--- src/rtl/core/assert_macros.svh ---
// concurrent assertion helpers, sampled on clk_i and disabled during reset
`ifndef ASSERT_MACROS_SVH
`define ASSERT_MACROS_SVH

// same-cycle implication
`define ASSERT_IMPLIES(lbl, ant, cons, msg) \
  lbl: assert property (@(posedge clk_i) disable iff (!rst_ni) (ant) |-> (cons)) \
    else $error(msg);

// next-cycle implication
`define ASSERT_NEXT(lbl, ant, cons, msg) \
  lbl: assert property (@(posedge clk_i) disable iff (!rst_ni) (ant) |=> (cons)) \
    else $error(msg);

`endif

--- src/rtl/core/pip_pkg.sv ---
package pip_pkg;

  localparam int COORD_BITS   = 16;
  localparam int MAX_VERTICES = 256;
  localparam int IDX_BITS     = $clog2(MAX_VERTICES);
  localparam int CNT_BITS     = IDX_BITS + 1;
  localparam int DIFF_BITS    = COORD_BITS + 1;
  localparam int PROD_BITS    = 2 * DIFF_BITS;
  localparam int MIN_VERTS    = 3;

  localparam int CFG_IDX_BITS = 1;
  localparam logic [CFG_IDX_BITS-1:0] REG_REF_X = 1'b0;
  localparam logic [CFG_IDX_BITS-1:0] REG_REF_Y = 1'b1;

  localparam logic signed [COORD_BITS-1:0] REF_X_RST = COORD_BITS'(1);
  localparam logic signed [COORD_BITS-1:0] REF_Y_RST = COORD_BITS'(0);

  typedef enum logic [1:0] {
    OP_CLEAR  = 2'd0,
    OP_APPEND = 2'd1,
    OP_QUERY  = 2'd2
  } op_e;

  typedef enum logic [3:0] {
    ST_IDLE,
    ST_LD0,
    ST_LD1,
    ST_SB,
    ST_CHK,
    ST_ECHK,
    ST_SEG_C,
    ST_SEG_D,
    ST_SEG_E,
    ST_W_PEND,
    ST_W_CLOSE,
    ST_FIN
  } state_e;

  // which segment pair the shared segment test is working on
  typedef enum logic [2:0] {
    K_PEND,
    K_EDGE,
    K_WPEND,
    K_CLOSE,
    K_CFIX
  } kind_e;

  typedef struct packed {
    logic signed [COORD_BITS-1:0] x;
    logic signed [COORD_BITS-1:0] y;
  } pt_t;

  // orientation sign: neither bit set means collinear
  typedef struct packed {
    logic pos;
    logic neg;
  } sgn_t;

  function automatic logic sgn_is_zero(sgn_t s);
    return !(s.pos | s.neg);
  endfunction

  // product of two signs is not positive
  function automatic logic sgn_prod_le0(sgn_t a, sgn_t b);
    return !((a.pos & b.pos) | (a.neg & b.neg));
  endfunction

endpackage

--- src/rtl/core/pip_orient.sv ---
module pip_orient import pip_pkg::*; (
  input  logic clk_i,
  input  pt_t  a_i,
  input  pt_t  b_i,
  input  pt_t  c_i,
  output sgn_t sgn_o
);

  // sign of (b - a) x (c - a), products registered, compare after
  logic signed [DIFF_BITS-1:0] dx_ab, dy_ac, dy_ab, dx_ac;
  logic signed [PROD_BITS-1:0] l_d, r_d, l_q, r_q;

  assign dx_ab = $signed({b_i.x[COORD_BITS-1], b_i.x}) - $signed({a_i.x[COORD_BITS-1], a_i.x});
  assign dy_ac = $signed({c_i.y[COORD_BITS-1], c_i.y}) - $signed({a_i.y[COORD_BITS-1], a_i.y});
  assign dy_ab = $signed({b_i.y[COORD_BITS-1], b_i.y}) - $signed({a_i.y[COORD_BITS-1], a_i.y});
  assign dx_ac = $signed({c_i.x[COORD_BITS-1], c_i.x}) - $signed({a_i.x[COORD_BITS-1], a_i.x});

  assign l_d = PROD_BITS'(dx_ab) * PROD_BITS'(dy_ac);
  assign r_d = PROD_BITS'(dy_ab) * PROD_BITS'(dx_ac);

  always_ff @(posedge clk_i) begin
    l_q <= l_d;
    r_q <= r_d;
  end

  assign sgn_o.pos = l_q > r_q;
  assign sgn_o.neg = l_q < r_q;

endmodule

--- config.mk ---
export PLATFORM = sky130hd
export DESIGN_NAME = pip_orient
export DESIGN_NICKNAME = d
export VERILOG_FILES = /design/src/rtl/core/assert_macros.svh /design/src/rtl/core/pip_pkg.sv /design/src/rtl/core/pip_orient.sv
export SDC_FILE = /design/constraint.sdc
export NUM_CORES = 2
export LEC_CHECK = 0
export BUFFER_PORTS_ARGS = -buffer_cell sky130_fd_sc_hd__buf_2
export CORE_MARGIN = 8
export CORE_UTILIZATION = 58
export DETAILED_ROUTE_END_ITERATION = 6
export PLACE_DENSITY = 0.75
export SYNTH_ARGS = -nofsm -noshare
export SYNTH_HDL_FRONTEND = slang
export SYNTH_SLANG_ARGS = --single-unit
--- constraint.sdc ---
create_clock -name clk_i -period 18.1 [get_ports clk_i]
set_clock_uncertainty 0.2 [all_clocks]
set_input_delay 1.81 -clock clk_i [delete_from_list [all_inputs] [get_ports clk_i]]
set_output_delay 1.81 -clock clk_i [all_outputs]
set_load 0.02 [all_outputs]
==> reports/metrics.csv <==
metric,value,unit
worstMarginPinSlew,1300,ps
yosysSeqAreaShare,5.06,%
finalSetupTns,0,ps
critPathKind,input port to flip-flop,
slew_headroom,13.2,%
synthTopCellsByCount,"687 x inv_1, 596 x fa_1, 325 x nand2_1",
grt.total_usage,28.5,%
synth_seq_cells,68,
status,"finished, final reports clean",
hold_violations,0,
diodes,0,
row_count,79,
cts-resized-gates,0,
htree_levels,3,
synth_compound_area_share,8.06,%
cts.hold.buffers_added,0,
route.detailed.drc,0,
netlist_instances,3019,
routed_wl,74000,um
dr.pass1.iters,7,
fin_crit_sh,60.0,%
grt_overflow,0,
synth.area.top_cells,"fa_1 44%, ha_1 12%, inv_1 9.6%",
drtAntennaViolNets,0,
synth_xor_area_share,4.61,%
antenna_found_initial,2,
via_per_inst,5.71,
holdPathStages,4,
syn_nets,3980,
hold-path-endpoint,r_q[0],
cts_max_path_buffers,2,
grt_pass1_wl,120000,um
post-dp-hpwl,63900,um
yosys_warnings,0,
synth_top_area_share,44.3,%
fmax,92.1,MHz
finalMaxSlewViolations,0,
nNetsFinal,4065,
slowest_stage,xor2_1,
clk_pin_slew,60,ps
rsz0062_at_grt,false,
fp.dieW,231,um
dieArea,53600,um2
synthArstFlopShare,0,%
syn-cell-area,26900,um2
synth_top_family_by_area,adder cells,
clock-sinks,68,
num_vias,21202,
whs,1900,ps
numCtsBuffers,9,
coreArea,46200,um2
synth_fa_ha_area_share,56.8,%
dpl_cell_area,28300,um2
yosysMostFrequentCell,inv_1,
start_util,58.3,%
cts_setup_buffers,0,
min_period,10860,ps
required,18110,ps
cts-root-buf,clkbuf_16,
portBuffers,98,
cp_max_fo,17,
dr.first_iter.drc_count,1577,
routedWlPerCell,19.9,um
drive_above_1_share,6.63,%
crit_arrival,10870,ps
place_congestion,0.955,
num_io_pins,99,
ys_types,84,
endpoint_kind,flip-flop,
die-height,231,um
synth_ff_type,dfxtp_1,
cp_slowest_stage_delay,1020,ps
synth_edf_count,0,
area_growth_syn_to_layout,6.10,%
drv_cap,0,
hold_path.class,input port to flip-flop,
grt_max_degree,23,
synthMuxAreaShare,0.149,%
setup_viol,0,
grt_pass1_vias,23135,
final_area,28600,um2
yosysTopAreaCell,fa_1,
yosys.area_share.simple,14.7,%
avgSynthCellArea,8.92,um2
min-delay-start,a_i[16],
cts_tree,done,
critPathLaunchType,input port,
placed cells by master, fill, tap and decap left out, types with 5 or more instances in the layout:
cell / instances
nor2b_1: 64
dfxtp_1: 68
inv_1: 687
o21ai_0: 52
or3_1: 13
o21ai_1: 7
xnor2_1: 97
nor3_1: 32
nand3b_1: 5
o21bai_1: 6
a211oi_1: 10
clkbuf_16: 9
a21o_1: 42
nand3_1: 22
buf_4: 47
a31oi_1: 15
ha_1: 268
nand4_1: 17
and3_1: 15
and2_1: 36
nand2b_1: 47
o21a_1: 23
o211ai_1: 10
nand2_1: 325
nor2_1: 267
buf_2: 98
or2_2: 13
o31ai_1: 7
xor2_1: 38
a21oi_1: 85
fa_1: 596
final cells by class:
class / count / area [um2]
Multi-Input combinational cell: 2193 / 22700
Fill cell: 3920 / 17600
Inverter: 687 / 2580
Sequential cell: 68 / 1360
Timing Repair Buffer: 145 / 843
Tap cell: 607 / 759
Clock buffer: 9 / 225
Clock inverter: 7 / 82.6
registers in the layout (all words and copies together) (netlist names):
| register | count |
|---|---|
| r_q | 34 |
| l_q | 34 |
stage by stage:
step	cells	setup slack, ps	util (%)
4_1_cts	3716	7470	61.9
6_report	3716	7240	61.9
2_1_floorplan	3019	8870	-
3_5_place_dp	3700	7150	61.2
5_1_grt	3716	6860	61.9
3_3_place_gp	3700	7500	61.2
worst max-delay path, delay by kind of cell:
family	cells	cell delay, ps
adders and majority gates	8	3700
xor gates and xnor gates	1	1020
buffers and inverters	7	530
and+or+nand+nor	4	900
AOI/OAI and AO/OA	9	2710
muxes	1	210
logic make-up after synthesis:
family,Yosys count
mux,4
fa+ha+maj,864
compound gates,313
flops,68
simple gates,871
xor+xnor,141
buf+inv,758
how the worst max path moves through the flow:
stage | from | to | slack, ps | cells past startpoint
after floorplan | b_i[16] | l_q[32] | 8870 | 34
after global placement | a_i[20] | l_q[32] | 7500 | 30
after detailed placement | a_i[17] | l_q[32] | 7150 | 30
after CTS | a_i[17] | l_q[32] | 7470 | 30
after global routing | a_i[17] | l_q[32] | 6860 | 30
final | a_i[17] | l_q[32] | 7240 | 30
layer usage:
metal	up-vias	track usage (%)	wire length, um
li1	9354	-	-
met1	10731	37.1	29200
met2	899	45.7	34100
met3	216	5.70	6700
met4	2	13.2	3970
met5	-	0	9
Power is left out: the tool's default activity adds up to more than one toggle a clock period on the data nets, which glitch-free logic cannot reach.
